===== src/design/itp_pkg.sv =====
// Package for the infix to postfix converter: sizes, token and error codes, stack entry.
package itp_pkg;

  // Stack and code sizes
  localparam int STACK_DEPTH = 16;
  localparam int CODE_WIDTH  = 16;
  localparam int CODE_W      = (CODE_WIDTH < 16) ? CODE_WIDTH : 16;
  localparam int ADDR_W      = (STACK_DEPTH > 2) ? $clog2(STACK_DEPTH) : 1;
  localparam int SP_W        = $clog2(STACK_DEPTH + 1);

  // Token kinds
  localparam logic [2:0] KIND_NUMBER = 3'd0;
  localparam logic [2:0] KIND_OPEN   = 3'd1;
  localparam logic [2:0] KIND_CLOSE  = 3'd2;
  localparam logic [2:0] KIND_BINOP  = 3'd3;
  localparam logic [2:0] KIND_FUNC   = 3'd4;
  localparam logic [2:0] KIND_UNOP   = 3'd5;

  // Error codes
  localparam logic [1:0] ERR_OK       = 2'd0;
  localparam logic [1:0] ERR_OVERFLOW = 2'd1;
  localparam logic [1:0] ERR_CLOSE    = 2'd2;
  localparam logic [1:0] ERR_OPEN     = 2'd3;

  // One operator stack entry
  typedef struct packed {
    logic [CODE_W-1:0] code;
    logic [2:0]        kind;
    logic [3:0]        prec;
    logic              rassoc;
  } stack_entry_t;

  // One result word before it is released
  typedef struct packed {
    logic [CODE_W-1:0] code;
    logic [2:0]        kind;
    logic [1:0]        err;
  } result_t;

endpackage


===== src/design/infix_to_postfix_converter_top.sv =====
// Shunting yard infix to postfix converter with the operator stack in a synchronous RAM.
//
//  channel  direction  word fields
//  -------  ---------  -------------------------------------------------------------
//  in       input      token_code, token_kind, precedence, right_assoc, end_of_expression
//  out      output     out_code, out_kind, last_of_run, expression_done, error_code
//
// A token passes an accept step in ST_IDLE, one evaluate step per pop plus one for its
// push or pass in ST_EVAL, and a closing step in ST_FIN.
// End of expression adds a stack re-read in ST_RD, one evaluate step per flushed entry
// and one more evaluate step that finds the stack empty.
// The single registered read port of the stack RAM sets one pop per cycle unless out_stall holds it.
// rst (synchronous) empties the stack and clears all control state; RAM is not cleared.
// out_stall holds the sequencer whenever a word must move out; in_stall is high while busy.
module infix_to_postfix_converter_top (
  input  logic        clk,
  input  logic        rst,
  input  logic        in_valid,
  output logic        in_stall,
  input  logic [15:0] token_code,
  input  logic [2:0]  token_kind,
  input  logic [3:0]  precedence,
  input  logic        right_assoc,
  input  logic        end_of_expression,
  output logic        out_valid,
  input  logic        out_stall,
  output logic [15:0] out_code,
  output logic [2:0]  out_kind,
  output logic        last_of_run,
  output logic        expression_done,
  output logic [1:0]  error_code
);
  import itp_pkg::*;

  localparam logic [1:0] ST_IDLE = 2'd0;
  localparam logic [1:0] ST_EVAL = 2'd1;
  localparam logic [1:0] ST_RD   = 2'd2;
  localparam logic [1:0] ST_FIN  = 2'd3;

  logic [1:0]        state, state_next;
  logic [SP_W-1:0]   sp, sp_next;
  logic              flushing;

  // Latched token
  logic [CODE_W-1:0] tok_code;
  logic [2:0]        tok_kind;
  logic [3:0]        tok_prec;
  logic              tok_rassoc;
  logic              tok_eoe;

  // Stack RAM
  stack_entry_t      stack_mem [STACK_DEPTH];
  stack_entry_t      rd_q;
  stack_entry_t      wr_data;
  logic              rd_en, wr_en;
  logic [ADDR_W-1:0] rd_addr;
  logic [SP_W-1:0]   sp_m1, sp_m2;

  // Pending result, held until the next one shows whether it closes the run
  result_t           pend;
  logic              pend_valid;

  // Evaluate decisions
  logic              do_emit, do_pop, do_push, main_done, flush_done, go;
  result_t           emit_word;
  logic              top_valid, stack_full, top_pops, out_free, emit_ok, accept;

  assign accept     = in_valid && !in_stall;
  assign in_stall   = (state != ST_IDLE);
  assign out_free   = !out_valid || !out_stall;
  assign emit_ok    = !pend_valid || out_free;
  assign top_valid  = (sp != '0);
  assign stack_full = (sp == SP_W'(STACK_DEPTH));
  assign sp_m1      = sp - SP_W'(1);
  assign sp_m2      = sp - SP_W'(2);
  assign top_pops   = top_valid && (rd_q.kind != KIND_OPEN) &&
                      ((rd_q.prec > tok_prec) || ((rd_q.prec == tok_prec) && !tok_rassoc));

  // Evaluate one step against the stack top
  always_comb begin
    do_emit    = 1'b0;
    do_pop     = 1'b0;
    do_push    = 1'b0;
    main_done  = 1'b0;
    flush_done = 1'b0;
    emit_word  = '{code: tok_code, kind: tok_kind, err: ERR_OK};
    if (!flushing) begin
      unique case (tok_kind)
        KIND_NUMBER: begin
          do_emit   = 1'b1;
          main_done = 1'b1;
        end
        KIND_OPEN: begin
          main_done = 1'b1;
          if (stack_full) begin
            do_emit       = 1'b1;
            emit_word.err = ERR_OVERFLOW;
          end else begin
            do_push = 1'b1;
          end
        end
        KIND_CLOSE: begin
          if (!top_valid) begin
            do_emit       = 1'b1;
            emit_word.err = ERR_CLOSE;
            main_done     = 1'b1;
          end else if (rd_q.kind == KIND_OPEN) begin
            do_pop    = 1'b1;
            main_done = 1'b1;
          end else begin
            do_emit   = 1'b1;
            do_pop    = 1'b1;
            emit_word = '{code: rd_q.code, kind: rd_q.kind, err: ERR_OK};
          end
        end
        KIND_BINOP, KIND_FUNC, KIND_UNOP: begin
          if (top_pops) begin
            do_emit   = 1'b1;
            do_pop    = 1'b1;
            emit_word = '{code: rd_q.code, kind: rd_q.kind, err: ERR_OK};
          end else if (stack_full) begin
            do_emit       = 1'b1;
            emit_word.err = ERR_OVERFLOW;
            main_done     = 1'b1;
          end else begin
            do_push   = 1'b1;
            main_done = 1'b1;
          end
        end
        default: main_done = 1'b1;
      endcase
    end else if (!top_valid) begin
      flush_done = 1'b1;
    end else begin
      do_emit   = 1'b1;
      do_pop    = 1'b1;
      emit_word = '{code: rd_q.code, kind: rd_q.kind,
                    err: (rd_q.kind == KIND_OPEN) ? ERR_OPEN : ERR_OK};
    end
    go = !do_emit || emit_ok;
  end

  // Sequencer next state, stack pointer and RAM port control
  always_comb begin
    state_next = state;
    sp_next    = sp;
    rd_en      = 1'b0;
    rd_addr    = sp_m1[ADDR_W-1:0];
    wr_en      = 1'b0;
    wr_data    = '{code: tok_code, kind: tok_kind, prec: tok_prec, rassoc: tok_rassoc};
    unique case (state)
      ST_IDLE: begin
        if (accept) begin
          rd_en      = 1'b1;
          state_next = ST_EVAL;
        end
      end
      ST_RD: begin
        rd_en      = 1'b1;
        state_next = ST_EVAL;
      end
      ST_EVAL: begin
        if (go) begin
          if (do_pop) begin
            sp_next = sp_m1;
            rd_en   = 1'b1;
            rd_addr = sp_m2[ADDR_W-1:0];
          end
          if (do_push) begin
            sp_next = sp + SP_W'(1);
            wr_en   = 1'b1;
          end
          if (main_done) begin
            state_next = tok_eoe ? ST_RD : ST_FIN;
          end else if (flush_done) begin
            state_next = ST_FIN;
          end
        end
      end
      ST_FIN: begin
        if (!pend_valid || out_free) begin
          state_next = ST_IDLE;
        end
      end
      default: state_next = ST_IDLE;
    endcase
  end

  // Stack RAM, one write and one registered read port
  always_ff @(posedge clk) begin
    if (wr_en) begin
      stack_mem[sp[ADDR_W-1:0]] <= wr_data;
    end
    if (rd_en) begin
      rd_q <= stack_mem[rd_addr];
    end
  end

  // Control registers
  always_ff @(posedge clk) begin
    if (rst) begin
      state    <= ST_IDLE;
      sp       <= '0;
      flushing <= 1'b0;
    end else begin
      state <= state_next;
      sp    <= sp_next;
      if (accept) begin
        flushing <= 1'b0;
      end else if (state == ST_EVAL && go && main_done && tok_eoe) begin
        flushing <= 1'b1;
      end
    end
  end

  // Token latch
  always_ff @(posedge clk) begin
    if (accept) begin
      tok_code   <= token_code[CODE_W-1:0];
      tok_kind   <= token_kind;
      tok_prec   <= precedence;
      tok_rassoc <= right_assoc;
      tok_eoe    <= end_of_expression;
    end
  end

  // Pending word and output register
  always_ff @(posedge clk) begin
    if (rst) begin
      pend_valid <= 1'b0;
      out_valid  <= 1'b0;
    end else begin
      if (state == ST_EVAL && do_emit && go) begin
        if (pend_valid) begin
          out_valid       <= 1'b1;
          out_code        <= 16'(pend.code);
          out_kind        <= pend.kind;
          error_code      <= pend.err;
          last_of_run     <= 1'b0;
          expression_done <= 1'b0;
        end else if (out_valid && !out_stall) begin
          out_valid <= 1'b0;
        end
        pend       <= emit_word;
        pend_valid <= 1'b1;
      end else if (state == ST_FIN && pend_valid && out_free) begin
        out_valid       <= 1'b1;
        out_code        <= 16'(pend.code);
        out_kind        <= pend.kind;
        error_code      <= pend.err;
        last_of_run     <= 1'b1;
        expression_done <= tok_eoe;
        pend_valid      <= 1'b0;
      end else if (out_valid && !out_stall) begin
        out_valid <= 1'b0;
      end
    end
  end

  // Checks
  a_sp_range: assert property (@(posedge clk) disable iff (rst)
    sp <= SP_W'(STACK_DEPTH))
    else $error("stack pointer beyond depth");

  a_no_pend_on_accept: assert property (@(posedge clk) disable iff (rst)
    accept |-> !pend_valid)
    else $error("token accepted with a result still pending");

  a_sp_step: assert property (@(posedge clk) disable iff (rst)
    $past(state) != ST_EVAL |-> $stable(sp))
    else $error("stack pointer moved outside evaluate");

  a_open_err_kind: assert property (@(posedge clk) disable iff (rst)
    (out_valid && error_code == ERR_OPEN) |-> out_kind == KIND_OPEN)
    else $error("leftover bracket error on a non-bracket word");

  a_done_is_last: assert property (@(posedge clk) disable iff (rst)
    (out_valid && expression_done) |-> last_of_run)
    else $error("expression done without end of run");

endmodule


===== config.mk =====
export PLATFORM = sky130hd
export DESIGN_NAME = infix_to_postfix_converter_top
export DESIGN_NICKNAME = d
export VERILOG_FILES = /design/src/design/itp_pkg.sv /design/src/design/infix_to_postfix_converter_top.sv
export SDC_FILE = /design/constraint.sdc
export NUM_CORES = 1
export LEC_CHECK = 0
export BUFFER_PORTS_ARGS = -buffer_cell sky130_fd_sc_hd__buf_2
export CAP_MARGIN = 0
export CORE_MARGIN = 10
export CORE_UTILIZATION = 51
export CTS_BUF_LIST = sky130_fd_sc_hd__clkbuf_4 sky130_fd_sc_hd__clkbuf_8
export DETAILED_ROUTE_END_ITERATION = 16
export HOLD_SLACK_MARGIN = 0.08
export PLACE_DENSITY = 0.67
export SLEW_MARGIN = 20
export SYNTH_ARGS = -nofsm -noshare
export SYNTH_HDL_FRONTEND = slang
export SYNTH_SLANG_ARGS = --single-unit

===== constraint.sdc =====
create_clock -name clk -period 6 [get_ports clk]
set_clock_uncertainty 0.15 [all_clocks]
set_input_delay 1.2 -clock clk [delete_from_list [all_inputs] [get_ports clk]]
set_output_delay 1.2 -clock clk [all_outputs]
set_load 0.1 [all_outputs]

# Word-level counts from Yosys, hierarchy flattened
# Memories as Yosys holds them, arrays and structs flattened. A register that Yosys moved wholly into a read port is not among the register bits.
# Cells that the tools add are included.
# totals
register_bits	79
mem_bits_rw	384
output_inout_bits	25
elab_cells	148
mem_count	1
# op_classes
addsub	3
magnitude_cmp	1
n_eq_ne	17
n_mux	73
bitwise_logic	1
reduce_logical	34
# mem_list
memory	depth	word_bits	rd	rd_clocked_by_memory_dff	write_ports	line	text
stack_mem	16	24	1	1	1	infix_to_postfix_converter_top.sv:52	stack_entry_t stack_mem [STACK_DEPTH];
# ops
cell	n
2-to-1 mux 21 bit	3
2-to-1 mux 16 bit	3
2-to-1 mux 1 bit	38
2-to-1 mux 19 bit	2
one-hot mux 19 bit (2 select lines)	1
2-to-1 mux 2 bit	11
logical AND 1 bit	12
2-to-1 mux 4 bit	3
2-to-1 mux 5 bit	2
2-to-1 mux 3 bit	3
!= test 2 bit (second input constant)	4
one-hot mux 2 bit (4 select lines)	1
== test 3 x 1 -> 1 bit (second input constant)	2
== test 3 x 2 -> 1 bit (second input constant)	2
== test 3 bit (second input constant)	2
zero test 1 bit	6
one-hot mux 1 bit (2 select lines)	3
one-hot mux 2 bit (3 select lines)	1
AND reduction 3 bit	2
nonzero test 2 bit	3
adder 5 x 1 -> 5 bit (second input constant)	1
== test 5 bit (second input constant)	1
nonzero test 5 bit	1
subtractor 5 x 1 -> 5 bit (second input constant)	1
other kinds (17)	21

# Longest topological paths before layout
# depth
ltp_word	13
mapped_depth	16

# Worst setup path before layout
# OpenSTA, ideal clock, no wires.
# synth_timing
path_kind	reg2reg
start	register sp[0]
end	memory stack_mem[2][10] (netlist bit), enable pin
t_arrival_ns	4.724
required_time_ns	5.418
path_slack_ns	0.694
stages_incl_launch_ff	13
synth_period_minus_slack_ns	5.306
cell_sequence	dfxtp_1 -> clkbuf_1 -> inv_1 -> clkbuf_1 -> clkbuf_1 -> ha_1 -> or4b_1 -> buf_2 -> o211ai_4 -> o32ai_1 -> a2111oi_2 -> nand2_1 -> nor3_1
# synth_via
elab_chain_cells	12
word_cells_on_any_way	21
# synth_rtl
element	line	text
from (decl)	infix_to_postfix_converter_top.sv:41	logic [SP_W-1:0] sp, sp_next;
from (signal assigned)	infix_to_postfix_converter_top.sv:207	sp <= sp_next;
nonzero test 5 bit	infix_to_postfix_converter_top.sv:72	assign top_valid = (sp != '0);
logical AND 1 bit (2 in a row)	infix_to_postfix_converter_top.sv:76	assign top_pops = top_valid && (rd_q.kind != KIND_OPEN) &&
2-to-1 mux 1 bit	infix_to_postfix_converter_top.sv:117	if (top_pops) begin
one-hot mux 1 bit (4 select lines)	infix_to_postfix_converter_top.sv:88	unique case (tok_kind)
2-to-1 mux 1 bit	infix_to_postfix_converter_top.sv:87	if (!flushing) begin
zero test 1 bit	infix_to_postfix_converter_top.sv:140	go = !do_emit || emit_ok;
logical OR 1 bit	infix_to_postfix_converter_top.sv:140	
2-to-1 mux 1 bit	infix_to_postfix_converter_top.sv:163	if (go) begin
2-to-1 mux 1 bit	infix_to_postfix_converter_top.sv:151	unique case (state)
2-to-1 mux 1 bit	infix_to_postfix_converter_top.sv:191	if (wr_en) begin
2-to-1 mux 1 bit (not written as such)	infix_to_postfix_converter_top.sv:192	stack_mem[sp[ADDR_W-1:0]] <= wr_data;
to (decl)	infix_to_postfix_converter_top.sv:52	
# Parallel ways exist; a longest one is shown, timed or not.

# Final worst setup path
# layout_timing
start	register sp[0]
end	register, netlist name rd_q[19]
# layout_via
elab_chain_cells	10
word_cells_on_any_way	23
# layout_rtl
element	line
nonzero test 5 bit	infix_to_postfix_converter_top.sv:72
logical AND 1 bit (2 in a row)	infix_to_postfix_converter_top.sv:76
2-to-1 mux 1 bit	infix_to_postfix_converter_top.sv:117
one-hot mux 1 bit (4 select lines)	infix_to_postfix_converter_top.sv:88
2-to-1 mux 1 bit	infix_to_postfix_converter_top.sv:87
zero test 1 bit	infix_to_postfix_converter_top.sv:140
logical OR 1 bit	infix_to_postfix_converter_top.sv:140
2-to-1 mux 1 bit / 2-to-1 mux 4 bit (equally long branches)	infix_to_postfix_converter_top.sv:163
one-hot mux 1 bit (3 select lines) / 2-to-1 mux 4 bit (equally long branches)	infix_to_postfix_converter_top.sv:151
# Parallel ways exist; a longest one is shown, timed or not.
# A chain may end at the register's enable or synchronous reset.

==> impl.org <==
** Outcome
- The run finished with clean final reports.

** GRT
- The initial antenna violation count was 0.
- Pin count of the biggest net entering global routing :: 66
- Overall track demand over capacity in global routing :: about a fifth
- Congestion Overflow GR :: 0
- Vias in the first global route :: around 13,000
- Global-route wire length before repair :: approximately 83,000 um

** STA
- Setup violations remaining at the end of the flow were counted as 0.
- For this run, the top clock speed supported by timing is ~0.21 GHz.
- In the final timing run, aggregate negative setup slack is 0 ps.
- Number of failing hold endpoints at the final stage :: 0
- Post-layout minimum cycle time :: ~4700 ps
- RSZ-0062 raised after global routing :: no
- Worst slew slack as a fraction of its limit :: between 20% and 30%
- The count of pins over their slew limit was 0.
- In the finished design, the share of the clock period the worst path needs comes to between 70% and 80%.
- Slew at the pin closest to its max-slew limit :: ~1100 ps

** Drt
- DR iter-0 viols :: 1,138
- After detailed routing, the total wire length is around 55,000 um.
- Post-detailed-route count of antenna-violating nets :: 0
- Wire per inst :: 26.8 um
- Before antenna repair, the detailed router went through 5 iterations.
- DRC errors left :: 0
- Number of vias after detailed routing :: about 13,000
- Drt via density :: 6.19

** Clock tree
- CTS tree :: done
- Setup Buffers After CTS :: 0
- Clk Tree Root Cell :: clkbuf_8
- Number of hold buffers added after CTS :: 0
- Clock-pin slew on the worst setup and hold paths :: around 70 ps
- Total clock buffers created by CTS :: 79
- The longest clock path from root to sink contains 3 buffers.
- Resize count post-CTS :: 0
- CTS saw 470 sinks.
- The H-tree generated during clock tree synthesis spans 3 levels.
- Clk_lat worst skew :: 670 ps

** Floorplan
- Die width :: between 200 and 250 um
- Floorplan die area :: ~53,000 um^2
- Initial Utilization :: around half
- After floorplanning, the core was divided into 76 placement rows.
- Y dimension of the die :: ~230 um
- Standard cell core area :: about 43,000 um^2
- In this run the count of I/O pins placed on the die edge is 54.

** Finish
- The repair_antennas step left the layout with diodes totalling 0.
- Nets :: 1,469
- Layout Cell Area excl Fill :: ~25,000 um^2
- In the final layout, flip-flops and latches occupy 14,000 um^2.
- Number of fill cells in the layout :: 3,277
- Area Growth Syn to Fin :: 11.4%
- The post-route netlist has roughly a quarter of its cells at a drive strength greater than 1.
- Multi-input logic area :: ~8100 um^2

** Placed design
- After detailed placement, the total cell area comes to about 23,000 um^2.
- At the end of routability-driven placement, the weighted congestion stood at 0.813.
- During placement, the flow inserted port buffers numbering 53.
- Summed over all nets, the half-perimeter wirelength after detailed placement is 32,300 um.

** Synthesis
- Yosys attributes the largest share of cell area to edfxtp_1, mux2i_1, mux4_2.
- Average size of a mapped cell :: 16.7 um^2
- Synthesis inferred 470 register bits.
- Cell types with the highest counts after synthesis :: edfxtp_1, mux2i_1, nor3_1
- Yosys top cell by area :: edfxtp_1
- Synthesized net count :: 1,386
- Proportion of netlist area held by the largest area contributor :: between 60 and 70%
- The synthesized design contains 460 enable-type register cells.
- Seq/Total Area, Yosys :: between 60 and 70%
- The mapped netlist covers 22,500 um^2.
- Count of cell types in the netlist :: between 50 and 60
- Most numerous cell in the Yosys netlist :: edfxtp_1
- Gate count after technology mapping :: 1,345
- In the synthesized netlist the dominant register cell turns out to be edfxtp_1.
- Fraction of synthesis flops using an asynchronous set or reset pin :: 0%
- Number of synthesis warnings :: 0

** Power and ir drop
- For this design the static power due to leakage is 7.97 nW.
- In this run the power density over the cells is about 440 nW/um^2.
- IR drop worst, VDD :: between 0.3 and 0.4 mV

** Hold path
- The path class of the tightest hold or removal check is reg -> reg.

** Worst setup path
- WS Path Type :: reg -> reg
- Worst EP arrival :: approximately 5000 ps
- Worst setup EP type :: flip-flop
- The worst setup path is launched from a flip-flop.
- Worst EP required :: ~6200 ps
- In this run the worst path has a maximum fanout of 30.

** Flow run
- # Max-Cap Violations :: 0
where the power goes:
group | switching [W] | internal (W) | leakage, nW
clock network | 0.00128 | 0.00153 | 0.804
logic | 0.00219 | 0.00171 | 2.92
registers | 0.000242 | 0.00394 | 4.25
total | 0.00372 | 0.00719 | 7.97
registers in the layout, summed over array words and instances (netlist names):
register	flops
tok_eoe	1
expression_done	1
error_code	2
out_valid	1
sp	5
tok_kind	3
flushing	1
rd_q	23
state	2
tok_rassoc	1
tok_code	16
tok_prec	4
pend	21
pend_valid	1
out_kind	3
last_of_run	1
stack_mem	368
out_code	16
critical path: stages, from the launching register on:
cell	delay, ps
dfxtp_1	710
inv_4	360
ha_4	280
or4b_1	340
o211ai_4	140
nor4_4	600
a211oi_2	300
a2bb2oi_4	690
buf_4	280
nor3_1	60
or4_1	530
layer usage:
metal | part of all wire (%) | global-route usage, % | vias up
met5 | 0 | 0 | -
met4 | 2.6 | 7.21 | 0
met3 | 6.4 | 4.75 | 86
met2 | 49 | 33.9 | 465
met1 | 42 | 27.3 | 6625
li1 | - | - | 5620
worst paths after layout:
path | end | from | slack [ps] | cells past startpoint
max | rd_q[19] | sp[0] | 1270 | 10
min | out_code[7] | pend[12] | 260 | 0
max reg2reg | rd_q[19] | sp[0] | 1270 | 10
min reg2reg | out_code[7] | pend[12] | 260 | 0
metrics by stage:
step / total power [W] / instances / worst slack, ps / hold slack, ps / utilization (%)
floorplan: 0.00705 / 1345 / 694 / 250 / -
global placement: 0.00807 / 1932 / 1420 / 251 / 54.3
detailed placement: 0.00814 / 1932 / 1370 / 258 / 54.3
CTS: 0.0109 / 2067 / 1340 / 269 / 57.8
global route: 0.0114 / 2067 / 1050 / 281 / 57.8
finish: 0.0109 / 2067 / 1270 / 259 / 57.8
kinds of logic after synthesis:
logic type	share of synthesized area, %
muxes	26.8
DFF	62.4
and+or+nand+nor	5.07
buffers and inverters	2.46
AOI/OAI and AO/OA	2.43
adders and majority gates	0.668
xor gates and xnor gates	0.156
layout make-up:
type / instances / share of cell area [%]
clock inverter: 30 / 0.920
timing repair buffer: 92 / 2.48
inverter: 14 / 0.220
sequential: 470 / 56.0
clock buffer: 105 / 5.18
tap: 585 / 2.93
multi-input combinational: 771 / 32.2
cells in the final DEF (no fill, tap or decap), types with 3 or more instances in the layout:
cell and count:
inv_1 13, buf_4 34, bufinv_16 3, or3_1 3
buf_2 53, clkbuf_8 81, mux4_1 16, mux4_2 78
dfxtp_1 9, mux2_2 18, nand2_1 30, clkinv_1 14
mux2i_1 364, clkbuf_4 24, nand3_1 8, o21ai_0 8
nor2_4 13, xnor2_1 3, edfxtp_1 460, a31oi_1 4
a2bb2oi_4 4, nor2_1 18, or4_1 24, and3_1 3
nor3_1 95, a211oi_1 3, inv_6 3, ha_1 11
buf_12 5, nor2b_1 3, nor3_2 3, clkinv_2 7
o21ai_2 6, nand2b_1 5, a21oi_1 14
Note: power is estimated with default switching activity, not from simulation.
